[src/design/cte_pkg.sv]
`timescale 1ns / 1ps
// ----------------------------------------------------------------------------
// cte_pkg
// Shared widths, constants, stage types and the month table for the civil
// time to epoch converter.
// ----------------------------------------------------------------------------
package cte_pkg;

    // Field widths of one timestamp and of one result.
    localparam int YEAR_W   = 12;
    localparam int MONTH_W  = 4;
    localparam int DAY_W    = 5;
    localparam int HOUR_W   = 5;
    localparam int MINUTE_W = 6;
    localparam int SECOND_W = 6;
    localparam int ZONE_W   = 5;
    localparam int EPOCH_W  = 34;

    // Internal widths.
    localparam int QUOT_W  = 6;   // year / 100 for a 12-bit year
    localparam int COUNT_W = 21;  // signed day count since the epoch
    localparam int TOD_W   = 19;  // signed seconds of the day, zone applied
    localparam int PROD_W  = 40;  // signed seconds before saturation

    // Calendar constants.
    localparam int SECS_PER_DAY       = 86400;
    localparam int SECS_PER_HOUR      = 3600;
    localparam int SECS_PER_MINUTE    = 60;
    localparam int EPOCH_YEAR         = 1970;
    localparam int CENTURY_BASE       = 2000;
    localparam int CENTURY_LIMIT      = 100;
    localparam int DAYS_PER_YEAR      = 365;
    localparam int LEAPS_BEFORE_EPOCH = 477;  // leap years in 1..1969

    // Division by 100 of a 12-bit value: (v * 5243) >> 19 is exact there.
    localparam int DIV100_MUL   = 5243;
    localparam int DIV100_SHIFT = 19;
    localparam int DIV100_PW    = YEAR_W + 13;

    // One timestamp as it arrives.
    typedef struct packed {
        logic [YEAR_W-1:0]          year;
        logic [MONTH_W-1:0]         month;
        logic [DAY_W-1:0]           day;
        logic [HOUR_W-1:0]          hour;
        logic [MINUTE_W-1:0]        minute;
        logic [SECOND_W-1:0]        second;
        logic signed [ZONE_W-1:0]   zone;
    } t_stamp;

    // Day count and time of day handed to the seconds stages.
    typedef struct packed {
        logic signed [COUNT_W-1:0]  days;
        logic signed [TOD_W-1:0]    tod;
    } t_day_count;

    // Days before the first of a month in a common year. Month zero counts
    // as January and months above twelve count as December.
    function automatic logic [8:0] days_before_month(input logic [MONTH_W-1:0] m);
        logic [8:0] d;
        case (m)
            4'd0, 4'd1: d = 9'd0;
            4'd2:       d = 9'd31;
            4'd3:       d = 9'd59;
            4'd4:       d = 9'd90;
            4'd5:       d = 9'd120;
            4'd6:       d = 9'd151;
            4'd7:       d = 9'd181;
            4'd8:       d = 9'd212;
            4'd9:       d = 9'd243;
            4'd10:      d = 9'd273;
            4'd11:      d = 9'd304;
            default:    d = 9'd334;
        endcase
        return d;
    endfunction

endpackage

[src/design/cte_in_if.sv]
`timescale 1ns / 1ps
// ----------------------------------------------------------------------------
// cte_in_if
// Valid/ready channel carrying one parsed civil timestamp per transfer.
// ----------------------------------------------------------------------------
interface cte_in_if;
    import cte_pkg::*;

    logic                       valid;
    logic                       ready;
    logic [YEAR_W-1:0]          year_value;
    logic [MONTH_W-1:0]         month_value;
    logic [DAY_W-1:0]           day_value;
    logic [HOUR_W-1:0]          hour_value;
    logic [MINUTE_W-1:0]        minute_value;
    logic [SECOND_W-1:0]        second_value;
    logic signed [ZONE_W-1:0]   zone_hours;

    modport source (
        output valid, year_value, month_value, day_value, hour_value,
               minute_value, second_value, zone_hours,
        input  ready
    );

    modport sink (
        input  valid, year_value, month_value, day_value, hour_value,
               minute_value, second_value, zone_hours,
        output ready
    );
endinterface

[src/design/cte_out_if.sv]
`timescale 1ns / 1ps
// ----------------------------------------------------------------------------
// cte_out_if
// Valid/ready channel carrying one epoch second count per transfer.
// ----------------------------------------------------------------------------
interface cte_out_if;
    import cte_pkg::*;

    logic                       valid;
    logic                       ready;
    logic signed [EPOCH_W-1:0]  epoch_seconds;

    modport source (
        output valid, epoch_seconds,
        input  ready
    );

    modport sink (
        input  valid, epoch_seconds,
        output ready
    );
endinterface

[src/design/cte_day_count.sv]
`timescale 1ns / 1ps
// ----------------------------------------------------------------------------
// cte_day_count
// Three pipeline stages that turn a civil timestamp into a signed day count
// since the epoch and the zone-corrected seconds of the day.
// ----------------------------------------------------------------------------
module cte_day_count (
    input  logic                    i_clk,
    input  logic                    i_rst_n,
    input  logic                    i_valid,
    output logic                    o_ready,
    input  cte_pkg::t_stamp         i_stamp,
    output logic                    o_valid,
    input  logic                    i_ready,
    output cte_pkg::t_day_count     o_count
);
    import cte_pkg::*;

    // Stage one holds the full year and its quotients by 100.
    typedef struct packed {
        logic [YEAR_W-1:0]          year;
        logic [QUOT_W-1:0]          q_year;
        logic [QUOT_W-1:0]          q_prev;
        t_stamp                     stamp;
    } t_s1;

    // Stage two holds the year span, leap count and month offset.
    typedef struct packed {
        logic [YEAR_W-1:0]          span;
        logic [YEAR_W-1:0]          leaps;
        logic [8:0]                 month_days;
        logic [DAY_W-1:0]           day;
        logic signed [TOD_W-1:0]    tod;
    } t_s2;

    logic       r_v1, r_v2, r_v3;
    logic       w_rdy1, w_rdy2, w_rdy3;
    t_s1        r_s1, n_s1;
    t_s2        r_s2, n_s2;
    t_day_count r_s3, n_s3;

    // A stage takes new data when it is empty or its successor moves on.
    assign w_rdy3  = !r_v3 || i_ready;
    assign w_rdy2  = !r_v2 || w_rdy3;
    assign w_rdy1  = !r_v1 || w_rdy2;
    assign o_ready = w_rdy1;
    assign o_valid = r_v3;
    assign o_count = r_s3;

    // Stage one: century fold and the reciprocal multiplications by 1/100.
    logic [YEAR_W-1:0]      w_year;
    logic [YEAR_W-1:0]      w_prev;
    logic [DIV100_PW-1:0]   w_prod_year;
    logic [DIV100_PW-1:0]   w_prod_prev;

    always_comb begin
        w_year = (i_stamp.year < YEAR_W'(CENTURY_LIMIT))
               ? i_stamp.year + YEAR_W'(CENTURY_BASE) : i_stamp.year;
        w_prev = w_year - YEAR_W'(1);
        w_prod_year = DIV100_PW'(w_year) * DIV100_PW'(DIV100_MUL);
        w_prod_prev = DIV100_PW'(w_prev) * DIV100_PW'(DIV100_MUL);
        n_s1.year   = w_year;
        n_s1.q_year = w_prod_year[DIV100_SHIFT +: QUOT_W];
        n_s1.q_prev = w_prod_prev[DIV100_SHIFT +: QUOT_W];
        n_s1.stamp  = i_stamp;
    end

    // Stage two: leap rule, leap count through last year, month offset and
    // the seconds of the day with the zone taken off.
    logic [YEAR_W-1:0]          w_hundreds;
    logic [YEAR_W-1:0]          w_last;
    logic                       w_century;
    logic                       w_leap;
    logic signed [6:0]          w_hz;
    logic [11:0]                w_ms;

    always_comb begin
        w_hundreds = YEAR_W'(r_s1.q_year) * YEAR_W'(CENTURY_LIMIT);
        w_century  = (r_s1.year == w_hundreds);
        w_leap     = (r_s1.year[1:0] == 2'b00 && !w_century)
                   || (w_century && r_s1.q_year[1:0] == 2'b00);
        w_last     = r_s1.year - YEAR_W'(1);
        n_s2.leaps = YEAR_W'(w_last[YEAR_W-1:2]) - YEAR_W'(r_s1.q_prev)
                   + YEAR_W'(r_s1.q_prev[QUOT_W-1:2]);
        n_s2.span  = (r_s1.year > YEAR_W'(EPOCH_YEAR))
                   ? r_s1.year - YEAR_W'(EPOCH_YEAR) : '0;
        n_s2.month_days = days_before_month(r_s1.stamp.month)
                   + 9'((w_leap && r_s1.stamp.month > MONTH_W'(2)) ? 1 : 0);
        n_s2.day   = r_s1.stamp.day;
        w_hz       = $signed({2'b00, r_s1.stamp.hour}) - 7'(r_s1.stamp.zone);
        w_ms       = 12'(r_s1.stamp.minute) * 12'(SECS_PER_MINUTE)
                   + 12'(r_s1.stamp.second);
        n_s2.tod   = TOD_W'(w_hz) * TOD_W'(SECS_PER_HOUR)
                   + $signed({{(TOD_W-12){1'b0}}, w_ms});
    end

    // Stage three: whole years, leap days, month days and the day itself.
    logic [COUNT_W-1:0] w_span_days;
    logic [COUNT_W-1:0] w_leap_days;

    always_comb begin
        w_span_days = COUNT_W'(r_s2.span) * COUNT_W'(DAYS_PER_YEAR);
        w_leap_days = (r_s2.span != '0)
                    ? COUNT_W'(r_s2.leaps) - COUNT_W'(LEAPS_BEFORE_EPOCH) : '0;
        n_s3.days   = $signed(w_span_days + w_leap_days + COUNT_W'(r_s2.month_days)
                    + COUNT_W'(r_s2.day) - COUNT_W'(1));
        n_s3.tod    = r_s2.tod;
    end

    // Valid bits of the three stages.
    always_ff @(posedge i_clk) begin
        if (!i_rst_n) begin
            r_v1 <= 1'b0;
            r_v2 <= 1'b0;
            r_v3 <= 1'b0;
        end else begin
            if (w_rdy1) r_v1 <= i_valid;
            if (w_rdy2) r_v2 <= r_v1;
            if (w_rdy3) r_v3 <= r_v2;
        end
    end

    // Stage data, loaded only on a move of live data.
    always_ff @(posedge i_clk) begin
        if (w_rdy1 && i_valid) r_s1 <= n_s1;
        if (w_rdy2 && r_v1)    r_s2 <= n_s2;
        if (w_rdy3 && r_v2)    r_s3 <= n_s3;
    end

endmodule

[src/design/civil_time_to_epoch_core.sv]
`timescale 1ns / 1ps
// ----------------------------------------------------------------------------
// civil_time_to_epoch_core
// Gregorian civil date and time with a whole-hour zone offset to signed
// Unix epoch seconds, saturated to 34 bits.
// ----------------------------------------------------------------------------
// The converter is a five-stage pipeline: it accepts one timestamp in every
// cycle unless back-pressure holds it, and delivers the results in input
// order. Stages one to three work out the leap rule, the leap count
// (by reciprocal multiplication by 1/100) and the day count; stage four
// multiplies the day count by 86400; stage five adds the time of day and
// saturates into the output register. A stall at the output holds every
// stage that is full and lets empty stages keep filling, so back-pressure
// reaches the input only once the whole pipeline is occupied.
module civil_time_to_epoch_core (
    input  logic        i_clk,
    input  logic        i_rst_n,
    cte_in_if.sink      i_in,
    cte_out_if.source   o_out
);
    import cte_pkg::*;

    localparam logic signed [PROD_W-1:0] EPOCH_MAX = PROD_W'(64'sd8589934591);
    localparam logic signed [PROD_W-1:0] EPOCH_MIN = PROD_W'(-64'sd8589934592);

    typedef struct packed {
        logic signed [PROD_W-1:0]   prod;
        logic signed [TOD_W-1:0]    tod;
    } t_s4;

    t_stamp                     w_stamp;
    t_day_count                 w_count;
    logic                       w_count_valid;
    logic                       w_count_ready;
    logic                       r_v4, r_v5;
    logic                       w_rdy4, w_rdy5;
    t_s4                        r_s4, n_s4;
    logic signed [EPOCH_W-1:0]  r_epoch, n_epoch;
    logic signed [PROD_W-1:0]   w_sum;

    // Input transfer payload gathered into one word.
    always_comb begin
        w_stamp.year   = i_in.year_value;
        w_stamp.month  = i_in.month_value;
        w_stamp.day    = i_in.day_value;
        w_stamp.hour   = i_in.hour_value;
        w_stamp.minute = i_in.minute_value;
        w_stamp.second = i_in.second_value;
        w_stamp.zone   = i_in.zone_hours;
    end

    cte_day_count u_day_count (
        .i_clk   (i_clk),
        .i_rst_n (i_rst_n),
        .i_valid (i_in.valid),
        .o_ready (i_in.ready),
        .i_stamp (w_stamp),
        .o_valid (w_count_valid),
        .i_ready (w_count_ready),
        .o_count (w_count)
    );

    // Ready chain of the two seconds stages.
    assign w_rdy5        = !r_v5 || o_out.ready;
    assign w_rdy4        = !r_v4 || w_rdy5;
    assign w_count_ready = w_rdy4;

    // Stage four: days to seconds.
    always_comb begin
        n_s4.prod = PROD_W'(w_count.days) * PROD_W'(SECS_PER_DAY);
        n_s4.tod  = w_count.tod;
    end

    // Stage five: add the time of day and clamp to the 34-bit range.
    always_comb begin
        w_sum = r_s4.prod + PROD_W'(r_s4.tod);
        if (w_sum > EPOCH_MAX) begin
            n_epoch = EPOCH_MAX[EPOCH_W-1:0];
        end else if (w_sum < EPOCH_MIN) begin
            n_epoch = EPOCH_MIN[EPOCH_W-1:0];
        end else begin
            n_epoch = w_sum[EPOCH_W-1:0];
        end
    end

    // Valid bits of the seconds stages.
    always_ff @(posedge i_clk) begin
        if (!i_rst_n) begin
            r_v4 <= 1'b0;
            r_v5 <= 1'b0;
        end else begin
            if (w_rdy4) r_v4 <= w_count_valid;
            if (w_rdy5) r_v5 <= r_v4;
        end
    end

    // Stage data.
    always_ff @(posedge i_clk) begin
        if (w_rdy4 && w_count_valid) r_s4    <= n_s4;
        if (w_rdy5 && r_v4)          r_epoch <= n_epoch;
    end

    assign o_out.valid         = r_v5;
    assign o_out.epoch_seconds = r_epoch;

endmodule

[src/flat_wrapper.sv]
// flat-port wrapper written by rule: the top's interface ports become plain ports
module civil_time_to_epoch_core_flat import cte_pkg::*;
  (i_clk, i_rst_n, i_in_valid, i_in_year_value, i_in_month_value, i_in_day_value, i_in_hour_value, i_in_minute_value, i_in_second_value, i_in_zone_hours, i_in_ready, o_out_valid, o_out_epoch_seconds, o_out_ready);
  cte_in_if i_in_i ();
  cte_out_if o_out_i ();
  input  logic i_clk;
  input  logic i_rst_n;
  input wire logic [$bits(i_in_i.valid)-1:0] i_in_valid;
  input wire logic [$bits(i_in_i.year_value)-1:0] i_in_year_value;
  input wire logic [$bits(i_in_i.month_value)-1:0] i_in_month_value;
  input wire logic [$bits(i_in_i.day_value)-1:0] i_in_day_value;
  input wire logic [$bits(i_in_i.hour_value)-1:0] i_in_hour_value;
  input wire logic [$bits(i_in_i.minute_value)-1:0] i_in_minute_value;
  input wire logic [$bits(i_in_i.second_value)-1:0] i_in_second_value;
  input wire logic [$bits(i_in_i.zone_hours)-1:0] i_in_zone_hours;
  output wire logic [$bits(i_in_i.ready)-1:0] i_in_ready;
  output wire logic [$bits(o_out_i.valid)-1:0] o_out_valid;
  output wire logic [$bits(o_out_i.epoch_seconds)-1:0] o_out_epoch_seconds;
  input wire logic [$bits(o_out_i.ready)-1:0] o_out_ready;
  assign i_in_i.valid = i_in_valid;
  assign i_in_i.year_value = i_in_year_value;
  assign i_in_i.month_value = i_in_month_value;
  assign i_in_i.day_value = i_in_day_value;
  assign i_in_i.hour_value = i_in_hour_value;
  assign i_in_i.minute_value = i_in_minute_value;
  assign i_in_i.second_value = i_in_second_value;
  assign i_in_i.zone_hours = i_in_zone_hours;
  assign i_in_ready = i_in_i.ready;
  assign o_out_valid = o_out_i.valid;
  assign o_out_epoch_seconds = o_out_i.epoch_seconds;
  assign o_out_i.ready = o_out_ready;
  civil_time_to_epoch_core u_core (.i_clk(i_clk), .i_rst_n(i_rst_n), .i_in(i_in_i), .o_out(o_out_i));
endmodule
[config.mk]
export PLATFORM = sky130hd
export DESIGN_NAME = civil_time_to_epoch_core_flat
export DESIGN_NICKNAME = d
export VERILOG_FILES = /design/src/design/cte_pkg.sv /design/src/design/cte_in_if.sv /design/src/design/cte_out_if.sv /design/src/design/cte_day_count.sv /design/src/design/civil_time_to_epoch_core.sv /design/src/flat_wrapper.sv
export SDC_FILE = /design/constraint.sdc
export NUM_CORES = 1
export LEC_CHECK = 0
export BUFFER_PORTS_ARGS = -buffer_cell sky130_fd_sc_hd__buf_2
export CAP_MARGIN = 40
export CORE_UTILIZATION = 70
export DETAILED_ROUTE_END_ITERATION = 8
export GPL_ROUTABILITY_DRIVEN = 0
export PLACE_DENSITY_LB_ADDON = 0.08
export SYNTH_ARGS = -nofsm -noshare
export SYNTH_HDL_FRONTEND = slang
export SYNTH_SLANG_ARGS = --single-unit
[constraint.sdc]
create_clock -name i_clk -period 18.5 [get_ports i_clk]
set_input_delay 3.7 -clock i_clk [delete_from_list [all_inputs] [get_ports i_clk]]
set_output_delay 3.7 -clock i_clk [all_outputs]
set_load 0.01 [all_outputs]
==> results.md <==
- Outcome: completed
- Async S/R FF share, synth: 0%
- Finish-stage setup viols: 0
- Top FF cell, synth: edfxtp_1
- Final Skew: 0.05048 ns
- Number of DRC markers in iteration 0: roughly 680
- Via Count: 17010
- Slew margin rel.: 43.05%
- Critical path fanouts, max: 8
- RSZ-0062 raised after global routing: false
- Post-synth EDFFs: 237
- Fin nets: 3327
- Vias per cell: 5.529
- # clock sinks: approximately 250
- Synth area leader: edfxtp_1
- Period utilization: 60.68%
- Grt total ovfl: 0
- Mapped Nets: approximately 3200
- Pin slew with the least headroom to its limit: 0.8304 ns
- Die Y: 196.2 um
- Final hold vios: 0
- Row cnt: 70
- Die Area: 38490 um^2
- Flops & latches, synth: 251
- DRC violations left: 0
- DRT antenna net count: 0
- Vias in the first global route: around 18000
- Post-CTS setup buffers: 0
- Critical path required time: 18.80 ns
- Initial Util: 71.59%
- Post-CTS sizing: 0
- Pre-antenna DRT Iters: 5
- Synthesis Warnings: 0
- Count leader, synth: inv_1
- Routed len/inst: approximately 16 um
- First-pass GRT wire length: 82980 um
- Worst hold-check path type: flip-flop to flip-flop
- WS Path Type: primary input to flip-flop
- Final WL: 49010 um
- Commonest cells in the synthesized netlist: 538 x inv_1, 476 x ha_1, 252 x fa_1, 237 x edfxtp_1, 137 x xnor2_1
- Syn Inst Count: 2456
- Final Util: between 70 and 80%
- Slew Limit Fails: 0
- Sum Neg Setup Slack: 0 ns
- DP HPWL: a little over 40000 um
- Syn-to-layout area delta: 7.987%
- ANT cells: 0
- CTS root buf: clkbuf_16
- I/O Buffers: approximately 80
- Core area: 36870 um^2
- DIE WIDTH: roughly 200 um
- Slowest CP cell: xnor2_1
- Share of Yosys cell area claimed by the top area cell type: between 20% and 30%
- CP Capture Type: flip-flop
- Netlist cell types: between 60 and 70
- Arrival @ worst endpoint: 11.52 ns
- GRT Total Usage: 26.68%
- CTS tree: built
- I/O pin count: slightly above 80
- Fmax: 0.08908 GHz
- Maxcap violations: 0
- Syn_area_per_cell: about 11 um^2
- Worst-path clk slew: 0.06 ns
- Mapped Area: 26400 um^2
- Htree depth: 1
- Top cells by area, synth: edfxtp_1 27%, ha_1 23%, fa_1 19%, inv_1 7.7%, xnor2_1 4.5%
- Worst-Skew Late Latency: 0.59 ns
- Antenna violations before repair: 1
- CTS buffer count: 28
- Min Tclk post-route: 11.23 ns
- CP max stage delay: between 0.6 and 0.7 ns
- Sequential fraction of the synthesis area: 28.02%
- Layout cells sized above 1: 6.257%
- Largest net degree at the start of global routing: 56
- Hold Buf Count CTS: 0
- Worst Setup Start Kind: primary input
- CTS Buffer Depth: 3
state kept, by name (all words and copies together), names as in the netlist, named ones only:
| name | cells |
|---|---|
| u_core.r_s4 | 51 |
| u_core.u_day_count.r_s1 | 50 |
| u_core.u_day_count.o_count | 40 |
| u_core.u_day_count.r_s2 | 38 |
| u_core.o_out.epoch_seconds | 34 |
| u_core.u_day_count.n_s3 | 19 |
| u_core.u_day_count.n_s2 | 5 |
| u_core.o_out.valid | 1 |
| u_core.r_v4 | 1 |
| u_core.u_day_count.o_valid | 1 |
| u_core.u_day_count.r_v1 | 1 |
| u_core.u_day_count.r_v2 | 1 |
cell type report:
class	count	area, um^2
clock buffers	36	793.3
clock inverters	15	244.0
fillers	2374	8367
inverters	538	2019
multi-input cells	1642	16930
flip-flops and latches	251	7397
well taps	504	630.6
repair buffers	91	490.5
metal layers:
layer / wire (um) / global-route usage [%]
met5: 12 / 0
met2: 24980 / 47.78
met4: 1404 / 8.941
met1: 20880 / 33.48
met3: 1744 / 3.249
through the flow:
step | hold slack (ns) | instances | instance area [um^2] | setup slack (ns)
floorplan | 0.4003 | 2456 | 26400 | 7.785
global placement | 0.4008 | 3024 | 27440 | 7.248
detailed placement | 0.4045 | 3026 | 27470 | 6.802
CTS | 0.4161 | 3077 | 28510 | 7.380
global route | 0.4180 | 3077 | 28510 | 6.669
finish | 0.4153 | 3077 | 28510 | 7.275
critical path, delay by kind of cell:
family	cells	cell delay [ns]
and+or+nand+nor	7	1.53
buffers and inverters	5	0.52
xor gates and xnor gates	4	1.31
AOI/OAI and AO/OA	9	1.63
adders and majority gates	7	2.83
cells by family (layout without fill, tap and decap cells):
kind of cell	count (synthesis)	after routing	synth area share [%]
flip-flops	251	251	28.02
buffers and inverters	563	680	8.043
AO/OA/AOI/OAI	353	353	8.873
XOR/XNOR	199	199	6.603
adder cells (fa/ha/maj)	728	728	41.67
AND/OR/NAND/NOR	351	351	6.356
multiplexers	11	11	0.4313
worst paths after layout:
check / from / endpoint / slack (ns) / depth (start not counted)
worst max-delay path: i_in_year_value[10] / u_core.u_day_count.r_s1[48]$_DFFE_PP_ / 7.27 / 32
worst min-delay path: u_core.u_day_count.o_count[2]$_DFFE_PP_ / u_core.r_s4[2]$_DFFE_PP_ / 0.42 / 0
worst max register to register: u_core.u_day_count.r_s2[45]$_SDFFCE_PP0P_ / u_core.u_day_count.o_count[39]$_DFFE_PP_ / 11.96 / 23
worst min register to register: u_core.u_day_count.o_count[2]$_DFFE_PP_ / u_core.r_s4[2]$_DFFE_PP_ / 0.42 / 0
layout by cell type, fill, tap and decap left out, types with 5 or more instances in the layout:
cell         n
buf_2       82
buf_4        8
xor2_1      62
a21boi_1    11
or3_1        7
a31oi_1     18
o21a_1      31
nand2b_1    13
nand4_1     18
nor4_1       9
nor2_1     103
ha_1       476
o21bai_1    20
fa_1       252
mux2i_1      8
o21ai_0     53
or2_2        7
clkbuf_16   30
xnor2_1    137
a21o_1      49
o211ai_1     5
nor3_1      26
a21oi_1     97
a211oi_1    11
a21boi_0    15
edfxtp_1   237
and2_1       5
nand2_1     86
dfxtp_1     14
nand3_1     24
inv_1      538
nor2b_1     25
and3_1      16
bufinv_16    5
Power is left out: the tool's default activity adds up to more than one toggle a clock period on the data nets, which glitch-free logic cannot reach.
